===== config.mk =====
export PLATFORM = sky130hd
export DESIGN_NAME = pin_power_output_controller_core
export DESIGN_NICKNAME = d
export VERILOG_FILES = /design/src/design/ppoc_pkg.sv /design/src/design/ppoc_drive.sv /design/src/design/pin_power_output_controller_core.sv
export SDC_FILE = /design/constraint.sdc
export NUM_CORES = 1
export LEC_CHECK = 0
export BUFFER_PORTS_ARGS = -buffer_cell sky130_fd_sc_hd__buf_2
export CAP_MARGIN = 20
export CORE_MARGIN = 2
export CORE_UTILIZATION = 50
export DETAILED_ROUTE_END_ITERATION = 10
export HOLD_SLACK_MARGIN = 0.06
export PLACE_DENSITY = 0.66
export SLEW_MARGIN = 25
export SYNTH_ARGS = -nofsm -noshare
export SYNTH_HDL_FRONTEND = slang
export SYNTH_SLANG_ARGS = --single-unit

===== constraint.sdc =====
create_clock -name i_clk -period 3.3 [get_ports i_clk]
set_input_delay 0.99 -clock i_clk [delete_from_list [all_inputs] [get_ports i_clk]]
set_output_delay 0.99 -clock i_clk [all_outputs]
set_load 0.1 [all_outputs]

===== src/design/ppoc_pkg.sv =====
// ----------------------------------------------------------------------------
// ppoc_pkg
// Shared types, codes and helpers of the pin power output controller.
// ----------------------------------------------------------------------------
package ppoc_pkg;

    // Fixed field widths
    localparam int unsigned PIN_W    = 5;
    localparam int unsigned LEVEL_W  = 8;
    localparam int unsigned OP_W     = 3;
    localparam int unsigned CFG_IDX_W = 2;
    localparam int unsigned CFG_DAT_W = 5;

    localparam logic [LEVEL_W-1:0] FULL_LEVEL  = 8'hff;
    localparam logic [LEVEL_W-1:0] LEVEL_RESET = 8'hff;

    // Configuration register indexes
    localparam logic [CFG_IDX_W-1:0] CFG_POWER_SELECT     = 2'd0;
    localparam logic [CFG_IDX_W-1:0] CFG_DIRECTION_SELECT = 2'd1;

    // Command codes; the two remaining codes are ignored
    typedef enum logic [OP_W-1:0] {
        OP_SET_POWER = 3'd0,
        OP_ON        = 3'd1,
        OP_OFF       = 3'd2,
        OP_LEFT      = 3'd3,
        OP_RIGHT     = 3'd4,
        OP_STOP_ALL  = 3'd5
    } t_op;

    typedef enum logic [1:0] {
        S_IDLE,
        S_APPLY,
        S_EMIT,
        S_SCAN
    } t_state;

    typedef struct packed {
        logic [OP_W-1:0]    op;
        logic [LEVEL_W-1:0] level;
    } t_in_item;

    typedef struct packed {
        logic [PIN_W-1:0]   pin_index;
        logic               pwm_enable;
        logic [LEVEL_W-1:0] duty;
        logic               drive_high;
        logic               last;
    } t_out_item;

    // Pins wired to a PWM compare channel
    function automatic logic pin_is_pwm(input logic [PIN_W-1:0] pin);
        return (pin == 5'd3) || (pin == 5'd5) || (pin == 5'd6) ||
               (pin == 5'd9) || (pin == 5'd10) || (pin == 5'd11);
    endfunction

endpackage


===== src/design/ppoc_drive.sv =====
// ----------------------------------------------------------------------------
// ppoc_drive
// Drive resolver shared by every result: turns pin, on bit and stored level
// into PWM enable, duty and plain output level.
// ----------------------------------------------------------------------------
module ppoc_drive (
    input  logic [ppoc_pkg::PIN_W-1:0]   i_pin,
    input  logic                         i_on,
    input  logic [ppoc_pkg::LEVEL_W-1:0] i_level,
    input  logic                         i_last,
    output ppoc_pkg::t_out_item          o_item
);

    logic [ppoc_pkg::LEVEL_W-1:0] eff_level;
    logic                         level_nz;
    logic                         pwm;

    // Effective level is zero while the pin is off
    assign eff_level = i_on ? i_level : '0;
    assign level_nz  = (eff_level != '0);
    assign pwm       = ppoc_pkg::pin_is_pwm(i_pin) && level_nz &&
                       (eff_level != ppoc_pkg::FULL_LEVEL);

    always_comb begin
        o_item.pin_index  = i_pin;
        o_item.pwm_enable = pwm;
        o_item.duty       = pwm ? eff_level : '0;
        o_item.drive_high = !pwm && level_nz;
        o_item.last       = i_last;
    end

endmodule


===== src/design/pin_power_output_controller_core.sv =====
// ----------------------------------------------------------------------------
// pin_power_output_controller_core
// Per-pin power level and on bit store with a small sequencer that resolves
// and reports pin drive for each applied pin command and stop-all cleared pin.
// ----------------------------------------------------------------------------
// One command is taken at a time. For set power, on, off, left and right the
// state is updated in S_APPLY, then the pin is resolved and loaded into the
// output register in S_EMIT; the next command is taken once the sequencer is
// back in idle. Stop all walks the pins one per cycle, while the output is
// not stalled, through the single drive resolver and ends early once no pin
// is left on. A command on a pin at or above PIN_COUNT, or an unused op code,
// is dropped in the transfer cycle with no result. A stalled output holds the
// sequencer until its result is taken.
module pin_power_output_controller_core #(
    parameter int unsigned PIN_COUNT = 21
) (
    input  logic                           i_clk,
    input  logic                           i_rst_n,
    // Command channel
    input  logic                           i_in_valid,
    output logic                           o_in_stall,
    input  ppoc_pkg::t_in_item             i_in_data,
    // Result channel
    output logic                           o_out_valid,
    input  logic                           i_out_stall,
    output ppoc_pkg::t_out_item            o_out_data,
    // Configuration write channel
    input  logic                           i_cfg_valid,
    output logic                           o_cfg_ready,
    input  logic [ppoc_pkg::CFG_IDX_W-1:0] i_cfg_index,
    input  logic [ppoc_pkg::CFG_DAT_W-1:0] i_cfg_data
);

    localparam int unsigned IDX_W = $clog2(PIN_COUNT);
    localparam logic [PIN_COUNT-1:0] PIN_ONE = PIN_COUNT'(1);
    localparam logic [ppoc_pkg::PIN_W:0] PIN_LIMIT = (ppoc_pkg::PIN_W + 1)'(PIN_COUNT);

    // Registers
    ppoc_pkg::t_state             r_state, n_state;
    logic [IDX_W-1:0]             r_pin, n_pin;
    logic [ppoc_pkg::OP_W-1:0]    r_op, n_op;
    logic [ppoc_pkg::LEVEL_W-1:0] r_level, n_level;
    logic [PIN_COUNT-1:0]         r_on_mask, n_on_mask;
    logic [ppoc_pkg::LEVEL_W-1:0] r_levels [PIN_COUNT];
    logic [ppoc_pkg::PIN_W-1:0]   r_power_sel, r_dir_sel;
    logic                         r_out_valid, n_out_valid;
    ppoc_pkg::t_out_item          r_out;

    logic                         in_xfer;
    logic                         slot_free;
    logic                         out_load;
    logic                         level_we;
    logic                         drv_on;
    logic                         drv_last;
    logic [ppoc_pkg::PIN_W-1:0]   drv_pin;
    logic [PIN_COUNT-1:0]         pin_bit;
    logic [PIN_COUNT-1:0]         mask_clr;
    ppoc_pkg::t_out_item          drv_item;

    assign o_cfg_ready = 1'b1;
    assign o_in_stall  = (r_state != ppoc_pkg::S_IDLE);
    assign in_xfer     = i_in_valid && !o_in_stall;
    assign slot_free   = !r_out_valid || !i_out_stall;

    assign o_out_valid = r_out_valid;
    assign o_out_data  = r_out;

    assign pin_bit  = PIN_ONE << r_pin;
    assign mask_clr = r_on_mask & ~pin_bit;
    assign drv_pin  = ppoc_pkg::PIN_W'(r_pin);

    // Shared drive resolver
    ppoc_drive u_drive (
        .i_pin   (drv_pin),
        .i_on    (drv_on),
        .i_level (r_levels[r_pin]),
        .i_last  (drv_last),
        .o_item  (drv_item)
    );

    // Sequencer: next state and datapath controls
    always_comb begin
        n_state     = r_state;
        n_pin       = r_pin;
        n_op        = r_op;
        n_level     = r_level;
        n_on_mask   = r_on_mask;
        level_we    = 1'b0;
        out_load    = 1'b0;
        drv_on      = 1'b0;
        drv_last    = 1'b1;

        unique case (r_state)
            ppoc_pkg::S_IDLE: begin
                if (in_xfer) begin
                    n_op    = i_in_data.op;
                    n_level = i_in_data.level;
                    unique case (i_in_data.op)
                        ppoc_pkg::OP_SET_POWER, ppoc_pkg::OP_ON, ppoc_pkg::OP_OFF: begin
                            if ({1'b0, r_power_sel} < PIN_LIMIT) begin
                                n_pin   = r_power_sel[IDX_W-1:0];
                                n_state = ppoc_pkg::S_APPLY;
                            end
                        end
                        ppoc_pkg::OP_LEFT, ppoc_pkg::OP_RIGHT: begin
                            if ({1'b0, r_dir_sel} < PIN_LIMIT) begin
                                n_pin   = r_dir_sel[IDX_W-1:0];
                                n_state = ppoc_pkg::S_APPLY;
                            end
                        end
                        ppoc_pkg::OP_STOP_ALL: begin
                            n_pin   = '0;
                            n_state = ppoc_pkg::S_SCAN;
                        end
                        // Unused codes are dropped
                        default: ;
                    endcase
                end
            end

            // Update the store for the selected pin
            ppoc_pkg::S_APPLY: begin
                unique case (r_op)
                    ppoc_pkg::OP_SET_POWER:            level_we  = 1'b1;
                    ppoc_pkg::OP_ON, ppoc_pkg::OP_LEFT: n_on_mask = r_on_mask | pin_bit;
                    ppoc_pkg::OP_OFF, ppoc_pkg::OP_RIGHT: n_on_mask = mask_clr;
                    default: ;
                endcase
                n_state = ppoc_pkg::S_EMIT;
            end

            // Resolve the single pin and hand it to the output register
            ppoc_pkg::S_EMIT: begin
                drv_on = r_on_mask[r_pin];
                if (slot_free) begin
                    out_load = 1'b1;
                    n_state  = ppoc_pkg::S_IDLE;
                end
            end

            // Stop all: one pin a cycle unless the output is stalled, report and clear each pin found on
            ppoc_pkg::S_SCAN: begin
                drv_last = (mask_clr == '0);
                if (r_on_mask == '0) begin
                    n_state = ppoc_pkg::S_IDLE;
                end else if (!r_on_mask[r_pin]) begin
                    n_pin = r_pin + IDX_W'(1);
                end else if (slot_free) begin
                    out_load  = 1'b1;
                    n_on_mask = mask_clr;
                    n_pin     = r_pin + IDX_W'(1);
                    if (drv_last) begin
                        n_state = ppoc_pkg::S_IDLE;
                    end
                end
            end

            default: n_state = ppoc_pkg::S_IDLE;
        endcase

        // Output register valid
        if (out_load) begin
            n_out_valid = 1'b1;
        end else if (!i_out_stall) begin
            n_out_valid = 1'b0;
        end else begin
            n_out_valid = r_out_valid;
        end
    end

    // Control state
    always_ff @(posedge i_clk) begin
        if (!i_rst_n) begin
            r_state     <= ppoc_pkg::S_IDLE;
            r_on_mask   <= '0;
            r_out_valid <= 1'b0;
            r_power_sel <= '0;
            r_dir_sel   <= '0;
        end else begin
            r_state     <= n_state;
            r_on_mask   <= n_on_mask;
            r_out_valid <= n_out_valid;
            if (i_cfg_valid && o_cfg_ready) begin
                if (i_cfg_index == ppoc_pkg::CFG_POWER_SELECT) begin
                    r_power_sel <= i_cfg_data;
                end else if (i_cfg_index == ppoc_pkg::CFG_DIRECTION_SELECT) begin
                    r_dir_sel <= i_cfg_data;
                end
            end
        end
    end

    // Power level store, all full after reset
    always_ff @(posedge i_clk) begin
        if (!i_rst_n) begin
            for (int i = 0; i < PIN_COUNT; i++) begin
                r_levels[i] <= ppoc_pkg::LEVEL_RESET;
            end
        end else if (level_we) begin
            r_levels[r_pin] <= r_level;
        end
    end

    // Payload registers
    always_ff @(posedge i_clk) begin
        r_pin   <= n_pin;
        r_op    <= n_op;
        r_level <= n_level;
        if (out_load) begin
            r_out <= drv_item;
        end
    end

endmodule


* Word-level counts from Yosys, hierarchy flattened *
Memory sizes are Yosys's and may differ from the RTL's. A register that Yosys moved wholly into a read port is not among the register bits.
Index checks and enable logic that the tools add are counted.

cells by class
  equality and inequality tests = 34
  reductions and logical operators = 35
  bitwise operators = 4
  shift-type cells = 1
  multiplexer cells = 43
  magnitude comparators = 3
  add/sub/neg operators = 1

operators by type and width
  kind                    count
  $pmux W21 S2            2
  $mux W21                3
  $logic_not A21 Y1       2
  $mux W5                 8
  $and A21 B21 Y21        1
  $not A21 Y21            1
  $or A21 B21 Y21         1
  $shl A1 B5 Y21 const A  1
  $ne A3 B3 Y1 const B    6
  $mux W2                 8
  $mux W8                 2
  $eq A5 B4 Y1 const B    3
  $pmux W5 S3             1
  $mux W1                 14
  $eq A3 B2 Y1 const B    4
  $eq A5 B3 Y1 const B    2
  $lt A5 B5 Y1 const B    2
  $ne A2 B2 Y1 const B    5
  $pmux W5 S2             1
  $eq A3 B3 Y1 const B    3
  $ne A8 B8 Y1 const B    1
  $pmux W2 S4             1
  $reduce_and A8 Y1       1
  $reduce_bool A8 Y1      1
  26 further kinds        47

storage, ports and cells
  output and inout bits = 19
  logic and storage cells = 135
  bits in writable memories = 168
  register bits = 66
  memories = 1

memories
  name      depth  bits a word  rd ports  clocked after memory_dff  write ports  line                                    text
  r_levels  21     8            1         1                         21           pin_power_output_controller_core.sv:44  logic [ppoc_pkg::LEVEL_W-1:0] r_levels [PIN_COUNT];

* Logic depth before layout (Yosys ltp) *
Gate-level depths: netlist of run 1.

  depth after elaboration = 10
  depth in mapped cells = 10
  depth with buffers taken out = 8

* By module *
A second synthesis of run 1 with hierarchy kept.

second synthesis, totals
  cell total of the unflattened synthesis = 977
  area total of the unflattened synthesis = 14779.2 µm²

modules (own cells, without submodules)
  module                            area each (µm²)  sequential area each (µm²)  cells each  times used
  pin_power_output_controller_core  14575.2          9429.0                      948         1
  ppoc_drive                        203.9            0.0                         29          1

* Worst setup path after synthesis of run 1 *
No wires, ideal clock.

  path kind = input to register
  start point = input port i_rst_n
  end point = memory r_levels[25][0] in the netlist's numbering (enable)
  stages on the path = 5
  setup slack = 0.318 ns
  path buffers = 1
  arrival = 2.597 ns
  library setup time = 0.385 ns
  data required time = 2.915 ns
  cell sequence = nor4b_1 -> and2_1 -> clkbuf_1 -> nand3_1 -> nor3b_1

RTL lines
  item                line                                    text
  start: declaration  pin_power_output_controller_core.sv:18  input logic i_rst_n,
  end: declaration    pin_power_output_controller_core.sv:44

==> impl_metrics.json, run 1 <==
{
  "rows": 62,
  "ant_nets": 0,
  "rsz0062_at_grt": "no",
  "dr.pass1.iters": 5,
  "initial_core_util_pct": 51.03,
  "grt_pass1_vias": 8931,
  "diodes": 0,
  "cts_hold_buf": 0,
  "synth.cell_area_um2": 14730,
  "nNetsFinal": 1105,
  "die_w_um": 175.6,
  "cp-start-kind": "register",
  "htree_num_levels": 2,
  "design_area_um2": 16780,
  "track_usage_pct": 24.04,
  "postCtsSetupRepairBufs": 0,
  "synth_cells": 1019,
  "place_area_um2": 15530,
  "finalNonFillerCells": 1485,
  "whs_ns": 0.5159,
  "clock-sinks": 327,
  "yosys-top-cells-area": "edfxtp_1 (59%), mux4_2 (9.8%), or2_2 (7.1%)",
  "io_buffers": 40,
  "avgViaCountPerCell": 6.137,
  "wire_per_inst_um": 24.44,
  "fill_cells": 2235,
  "worst_clock_skew_ns": 0.01885,
  "wirelength_um": 36300,
  "async_reset_ff_share_pct": 0,
  "ys_ff_latch": 327,
  "synth_top_area_share_pct": 58.73,
  "remaining_drc_errors": 0,
  "slew_viol_final": 0,
  "dp.cells": 1423,
  "synth_edf_count": 288,
  "post-route-period-util_pct": 97.76,
  "grt_pass1_wl_um": 55310,
  "dp_hpwl_um": 24270,
  "ys_seq_area_share_pct": 64.03,
  "max_slew_margin_pct": 31.11,
  "root_buffer": "clkbuf_16",
  "syn-num-nets": 1048,
  "hold_viol": 0,
  "synth_cell_type_count": 58,
  "clockBufferDepth": 3,
  "place_ws_ns": 0.2099,
  "synth_common_cells": "edfxtp_1 (288), or2_2 (168), nand2_1 (75)",
  "synth_top_flop_cell": "edfxtp_1",
  "fp.coreArea_um2": 28860,
  "required_ns": 3.45,
  "die_h_um": 175.6,
  "avgSynthCellArea_um2": 14.45,
  "end_kind": "register",
  "tns_ns": 0,
  "dieArea_um2": 30840,
  "cts_inserted_buffers": 35,
  "ctsResizeCount": 0,
  "io_pins": 42,
  "max_freq_mhz": 310.0,
  "cap_violations": 0,
  "grt_max_degree": 60,
  "tightest_slew_ns": 1.030,
  "hp-class": "reg2reg",
  "layout-drive-gt1-share_pct": 36.24,
  "cp_max_fo": 11,
  "yosysWarnings": 0,
  "grt-ovfl-total": 0,
  "syn_to_final_growth_pct": 13.92,
  "peakVddDrop_mv": 0.3793,
  "p_leak_nw": 4.851,
  "crit_arrival_ns": 3.38,
  "synth.largest_area_cell": "edfxtp_1",
  "run_status": "complete, no violations",
  "setup_violations": 0,
  "worstSetupPathType": "reg2reg",
  "fin_crit_ns": 3.226,
  "insertion_delay_ns": 0.52,
  "cts_tree": "built",
  "globalplace.congestion": 0.9223,
  "synthMostInstantiatedCell": "edfxtp_1",
  "clk_pin_slew_ns": 0.06,
  "setup_slack_ns": 0.07379,
  "drt_iter0_drc": 985,
  "routed-via-count": 9114,
  "antenna_found_initial": 0,
  "powerDensity_nw_per_um2": 581.6
}
[final cells by class]
class / count / area (um2) / share of cell area (%)
multi-input cells: 617 / 4937 / 29.43
inverters: 8 / 30.03 / 0.1790
clock buffers: 40 / 937.1 / 5.586
flip-flops and latches: 327 / 9433 / 56.23
well taps: 384 / 480.5 / 2.864
clock inverters: 22 / 312.8 / 1.865
repair buffers: 87 / 645.6 / 3.848
[state kept, by name (all words and copies together), names as in the netlist, named ones only]
| register | count |
|---|---|
| r_level | 8 |
| r_power_sel | 5 |
| drv_pin | 5 |
| r_state | 2 |
| r_dir_sel | 5 |
| r_levels | 256 |
| o_out_valid | 1 |
| o_out_data | 16 |
| r_op | 3 |
[layer usage]
metal	wire length [um]	vias up	part of all wire, %	track usage, %
li1	-	4012	-	-
met1	15540	4639	43	34.46
met2	17310	395	48	37.96
met3	2387	68	6.6	3.701
met4	1051	0	2.9	8.127
met5	0	-	0	0
[report_power, final]
group	leakage, nW	switching, W	internal (W)
sequential	2.53	0.0000802	0.00455
clock	0.610	0.00158	0.00266
combinational	1.71	0.000589	0.000292
[stage by stage]
stage	utilization, %	power [W]
final	58.13	0.009758
after global routing	58.13	0.01001
after CTS	58.13	0.009785
after detailed placement	53.80	0.005599
after global placement	53.59	0.005582
after floorplan	-	0.005306
[critical path: stages, from the launching register on]
cell      delay [ns]
edfxtp_1        0.63
ha_1            0.63
nor2b_1         0.69
nand3_1         0.44
nand2_1         0.46
[cells by family after synthesis]
group,Yosys count,synth area share [%]
buffers and inverters,75,2.489
AO/OA/AOI/OAI,114,5.038
AND/OR/NAND/NOR,402,15.60
other,1,0.02546
multiplexers,91,12.13
flip-flops,327,64.03
XOR/XNOR,3,0.1785
adder cells (fa/ha/maj),6,0.5098
[cell usage in the layout, fill, tap and decap left out, types with 8 or more instances in the layout]
| cell type | Yosys | routed |
|---|---|---|
| buf_2 | 9 | 40 |
| a21oi_1 | 23 | 23 |
| mux2_2 | 8 | 8 |
| nand3_1 | 36 | 36 |
| mux4_2 | 64 | 64 |
| nor2b_1 | 19 | 19 |
| nand4_1 | 16 | 16 |
| nand3b_1 | 10 | 10 |
| buf_4 | 6 | 38 |
| nor2_1 | 33 | 33 |
| inv_1 | 8 | 8 |
| edfxtp_1 | 288 | 288 |
| mux2i_1 | 15 | 15 |
| o21ai_0 | 10 | 10 |
| o22ai_1 | 48 | 48 |
| nand2_1 | 75 | 75 |
| dfxtp_1 | 39 | 36 |
| or2_2 | 168 | 168 |
| clkbuf_16 | 0 | 37 |
| bufinv_16 | 0 | 8 |
[path summary, 6_finish.rpt]
check,start,to,slack [ns],cells past startpoint
setup / recovery,drv_pin[0],r_levels[3][3],0.07,4
hold / removal,register,register,0.52,2
setup reg to reg,drv_pin[0],r_levels[3][3],0.07,4
hold reg to reg,register,register,0.52,2
(Power assumes the default switching activity.)
==> run 2: changes to the inputs <==
--- a/config.mk
+++ b/config.mk
@@ -8,10 +8,10 @@
 export BUFFER_PORTS_ARGS = -buffer_cell sky130_fd_sc_hd__buf_2
 export CAP_MARGIN = 20
 export CORE_MARGIN = 2
-export CORE_UTILIZATION = 50
+export CORE_UTILIZATION = 60
 export DETAILED_ROUTE_END_ITERATION = 10
 export HOLD_SLACK_MARGIN = 0.06
-export PLACE_DENSITY = 0.66
+export PLACE_DENSITY = 0.77
 export SLEW_MARGIN = 25
 export SYNTH_ARGS = -nofsm -noshare
 export SYNTH_HDL_FRONTEND = slang
==> run 2 against run 1 <==
Net effect:
- critical path depth is 1 higher
- first-iteration DRC count rose by 17%
- sequential power up 1%
- maximum frequency up 3.8%
- die area is 16% lower
- via count is 1.7% higher
- largest cell class unchanged
==> impl_metrics.json, run 2 (same netlist as run 1, synthesis figures left out) <==
{
  "run_status": "complete, no violations",
  "crit_path_top_delay_cell": "dfxtp_1",
  "cp_top_family": "simple AND/OR/NAND/NOR gates",
  "cap_violations": 0,
  "setup_violations": 0,
  "end_kind": "register",
  "place_area_um2": 15430,
  "io_pins": 42,
  "max_freq_mhz": 321.8,
  "grt_pass1_vias": 9167,
  "grt_pass1_wl_um": 55790,
  "clk_pin_slew_ns": 0.06,
  "avgViaCountPerCell": 6.502,
  "postCtsSetupRepairBufs": 0,
  "p_leak_nw": 4.789,
  "ctsResizeCount": 0,
  "die_w_um": 160.7,
  "cp_max_fo": 20,
  "fin_crit_ns": 3.107,
  "dieArea_um2": 25810,
  "rows": 57,
  "final_common_cell": "edfxtp_1",
  "design_area_um2": 16580,
  "dr.pass1.iters": 5,
  "globalplace.congestion": 0.8885,
  "wire_per_inst_um": 25.57,
  "grt-ovfl-total": 0,
  "crit_arrival_ns": 3.49,
  "fin_util_pct": 68.57,
  "initial_core_util_pct": 60.91,
  "tightest_slew_ns": 0.9514,
  "grt_max_degree": 60,
  "syn_to_final_growth_pct": 12.57,
  "post-route-period-util_pct": 94.16,
  "tns_ns": 0,
  "io_buffers": 40,
  "final-seq-area_um2": 9433,
  "cts_tree": "built",
  "die_h_um": 160.7,
  "hp-class": "reg2reg",
  "largest_reg_flops": 256,
  "required_ns": 3.68,
  "layout-drive-gt1-share_pct": 35.82,
  "cts_inserted_buffers": 34,
  "cts_hold_buf": 0,
  "worst-path-buf-inv": 0,
  "routed-via-count": 9265,
  "track_usage_pct": 29.17,
  "drt_iter0_drc": 1152,
  "ant_nets": 0,
  "nNetsFinal": 1105,
  "root_buffer": "clkbuf_16",
  "wirelength_um": 36440,
  "peakVddDrop_mv": 0.4188,
  "insertion_delay_ns": 0.53,
  "mostFrequentLayoutCells": "edfxtp_1 (288), or2_2 (168), nand2_1 (75)",
  "rsz0062_at_grt": "no",
  "fp.coreArea_um2": 24180,
  "htree_num_levels": 2,
  "slew_viol_final": 0,
  "worstSetupPathType": "reg2reg",
  "cp-start-kind": "register",
  "setup_slack_ns": 0.1928,
  "hold_viol": 0,
  "clockBufferDepth": 3,
  "critPathMaxStageDelay_ns": 0.94,
  "antenna_found_initial": 1,
  "fill_cells": 1568,
  "clock-sinks": 327,
  "place_ws_ns": 0.1559,
  "powerDensity_nw_per_um2": 565.8,
  "remaining_drc_errors": 0,
  "crit_chain": "or3b_2 -> o22ai_1 -> or4_4 -> o41ai_4 -> nor3b_2",
  "total_power_w": 0.009379,
  "worst_clock_skew_ns": 0.02635,
  "multi_input_area_um2": 4946,
  "dp_hpwl_um": 24070,
  "max_slew_margin_pct": 36.48,
  "largest_register": "r_levels"
}
==> run 2: changes by cell type in the layout (fill, tap and decap cells not counted), sizes merged <==
cell and change:
clkinv -4, clkinvlp -1, buf +1, diode +1, bufinv -4, clkbuf +4
inv +3
==> run 2: routing by layer <==
metal	track usage (%)	part of all wire [%]	wire (um)	vias up
li1	-	-	-	4000
met1	40.22	38	13730	4568
met2	46.45	48	17650	621
met3	6.921	11	4056	76
met4	9.828	2.8	1006	0
met5	0	0	0	-
==> run 2: area by class of cell <==
cell class	count	area share, %
Antenna cell	1	0.01510
Clock buffer	44	5.480
Clock inverter	16	1.185
Inverter	8	0.1811
Multi-Input combinational cell	617	29.84
Sequential cell	327	56.90
Tap cell	324	2.445
Timing Repair Buffer	88	3.955
==> run 2: through the flow <==
| step | hold WS, ns | cells |
|---|---|---|
| final | 0.5040 | 1425 |
| after global routing | 0.5246 | 1424 |
| after global placement | 0.4871 | 1358 |
| after detailed placement | 0.4942 | 1362 |
| after CTS | 0.5046 | 1422 |
| after floorplan | 0.4550 | 1019 |
==> run 2: final timing paths <==
| kind | startpoint | endpoint | slack, ns | depth (start not counted) |
|---|---|---|---|---|
| worst min register to register | register | register | 0.50 | 2 |
| worst max register to register | register | o_out_data[1] | 0.19 | 5 |
| worst max-delay path | register | o_out_data[1] | 0.19 | 5 |
| worst min-delay path | register | register | 0.50 | 2 |
==> run 2: power by group <==
group / internal [W] / leakage (nW) / switching (W) / total [W]
clock network: 0.00227 / 0.539 / 0.00159 / 0.00386
logic: 0.000295 / 1.72 / 0.000542 / 0.000837
registers: 0.00455 / 2.53 / 0.000127 / 0.00468
==> run 2: tightest hold or removal path, stage by stage (launching register included) <==
cell and delay [ns]:
dfxtp_1 0.33, nand2_1 0.06, o22ai_1 0.06
==> run 3: changes to the inputs <==
--- a/config.mk
+++ b/config.mk
@@ -5,13 +5,13 @@
 export SDC_FILE = /design/constraint.sdc
 export NUM_CORES = 1
 export LEC_CHECK = 0
-export BUFFER_PORTS_ARGS = -buffer_cell sky130_fd_sc_hd__buf_2
 export CAP_MARGIN = 20
 export CORE_MARGIN = 2
 export CORE_UTILIZATION = 60
 export DETAILED_ROUTE_END_ITERATION = 10
+export DONT_BUFFER_PORTS = 1
 export HOLD_SLACK_MARGIN = 0.06
-export PLACE_DENSITY = 0.77
+export PLACE_DENSITY = 0.76
 export SLEW_MARGIN = 25
 export SYNTH_ARGS = -nofsm -noshare
 export SYNTH_HDL_FRONTEND = slang
==> run 3 against run 2 <==
Net effect:
- sequential power grew 0.9%
- total power shrank 3.3%
- critical path depth grew 3
- clock-buffer cell count grew 4
- hold slack gained 0.011 ns
- wire length grew 1.3%
- register-to-register slack is essentially flat
- critical endpoint is now r_state[0]
- largest cell class unchanged
- largest power group unchanged
==> impl_metrics.json, run 3 (same netlist as run 1, synthesis figures left out) <==
{
  "fp.coreArea_um2": 24180,
  "setup_slack_ns": 0.1807,
  "final_common_cell": "edfxtp_1",
  "largest_reg_flops": 256,
  "layout-drive-gt1-share_pct": 33.05,
  "required_ns": 3.65,
  "antenna_found_initial": 0,
  "io_buffers": 0,
  "drt_iter0_drc": 1317,
  "cp_max_fo": 23,
  "rows": 57,
  "routed-via-count": 9185,
  "run_status": "complete, no violations",
  "initial_core_util_pct": 60.91,
  "peakVddDrop_mv": 0.5039,
  "rsz0062_at_grt": "no",
  "diodes": 0,
  "dieArea_um2": 25810,
  "cap_violations": 0,
  "hold_viol": 0,
  "grt_pass1_vias": 9024,
  "powerDensity_nw_per_um2": 556.3,
  "io_pins": 42,
  "postCtsSetupRepairBufs": 0,
  "grt_max_degree": 58,
  "post-route-period-util_pct": 94.52,
  "grt-ovfl-total": 0,
  "root_buffer": "clkbuf_16",
  "critPathMaxStageDelay_ns": 0.76,
  "die_w_um": 160.7,
  "setup_violations": 0,
  "crit_path_top_delay_cell": "nor2b_1",
  "hp-class": "reg2reg",
  "wirelength_um": 36900,
  "fin_crit_ns": 3.119,
  "cts_tree": "built",
  "remaining_drc_errors": 0,
  "ant_nets": 0,
  "die_h_um": 160.7,
  "clk_pin_slew_ns": 0.06,
  "wire_per_inst_um": 26.68,
  "worst_clock_skew_ns": 0.01690,
  "cpMostUsedCell": "buf_4",
  "syn_to_final_growth_pct": 10.76,
  "cp-start-kind": "register",
  "ctsResizeCount": 0,
  "clockBufferDepth": 3,
  "dr.pass1.iters": 5,
  "worstSetupPathType": "reg2reg",
  "tightest_slew_ns": 0.9760,
  "clock-sinks": 327,
  "insertion_delay_ns": 0.51,
  "crit_start": "drv_pin[3]",
  "dp_hpwl_um": 24550,
  "mostFrequentLayoutCells": "edfxtp_1 (288), or2_2 (168), nand2_1 (75)",
  "crit_chain": "buf_4 -> nor2b_1 -> nand3_1 -> a21oi_1 -> o2111ai_1 -> o31ai_1 -> buf_4 -> a41oi_1",
  "crit_arrival_ns": 3.47,
  "place_ws_ns": 0.2800,
  "max_freq_mhz": 320.6,
  "grt_pass1_wl_um": 56590,
  "max_slew_margin_pct": 34.69,
  "track_usage_pct": 29.56,
  "globalplace.congestion": 0.8714,
  "htree_num_levels": 2,
  "largest_register": "r_levels",
  "avgViaCountPerCell": 6.641,
  "reg2reg_from": "drv_pin[3]",
  "p_leak_nw": 4.605,
  "nNetsFinal": 1064,
  "slew_viol_final": 0,
  "cts_hold_buf": 0,
  "end_kind": "register",
  "cts_inserted_buffers": 34,
  "tns_ns": 0
}
-- run 3: changes by cell type in the layout (fill, tap and decap cells not counted), sizes merged --
| cell | change |
|---|---|
| diode | -1 |
| clkbuf | +4 |
| inv | -2 |
| clkinv | +1 |
| bufinv | -3 |
| buf | -41 |
-- run 3: worst max-delay path, delay by kind of cell, from the launching register on --
| kind | cells | cell delay [ns] |
|---|---|---|
| AO/OA/AOI/OAI | 4 | 0.82 |
| buffers and inverters | 2 | 0.55 |
| AND/OR/NAND/NOR | 2 | 1.01 |
| flip-flops | 1 | 0.57 |
-- run 3: layout make-up --
type / count / area, um2
flip-flops and latches: 327 / 9433
fillers: 1564 / 7866
well taps: 324 / 405.4
inverters: 8 / 30.03
clock buffers: 48 / 934.6
clock inverters: 12 / 83.83
multi-input cells: 617 / 4946
repair buffers: 47 / 478.0
-- run 3: metal layers --
metal	share of wire, %	GRT usage, %	vias up	wire (um)
met5	0	0	-	0
met4	3.7	10.52	0	1373
met3	9.1	3.771	99	3348
met2	49	48.53	582	18220
met1	38	41.46	4582	13960
li1	-	-	3922	-
-- run 3: power by group --
part	total, W	switching (W)	internal, W
combinational	0.000767	0.000482	0.000285
clock	0.00358	0.00153	0.00205
sequential	0.00472	0.000170	0.00455
-- run 3: final timing paths --
check             cells past startpoint  slack [ns]          to
hold reg to reg                       2        0.51    register
hold / removal                        2        0.51    register
setup / recovery                      8        0.18  r_state[0]
setup reg to reg                      8        0.18  r_state[0]
-- run 3: metrics by stage --
stage | power (W) | instance area [um2] | util [%] | hold WS, ns | instances
finish | 0.009074 | 16310 | 67.46 | 0.5146 | 1383
global route | 0.009295 | 16310 | 67.46 | 0.5229 | 1383
CTS | 0.009069 | 16290 | 67.37 | 0.5083 | 1382
detailed placement | 0.005557 | 15270 | 63.15 | 0.4976 | 1322
global placement | 0.005524 | 15180 | 62.80 | 0.4878 | 1318
floorplan | 0.005306 | 14730 | - | 0.4550 | 1019
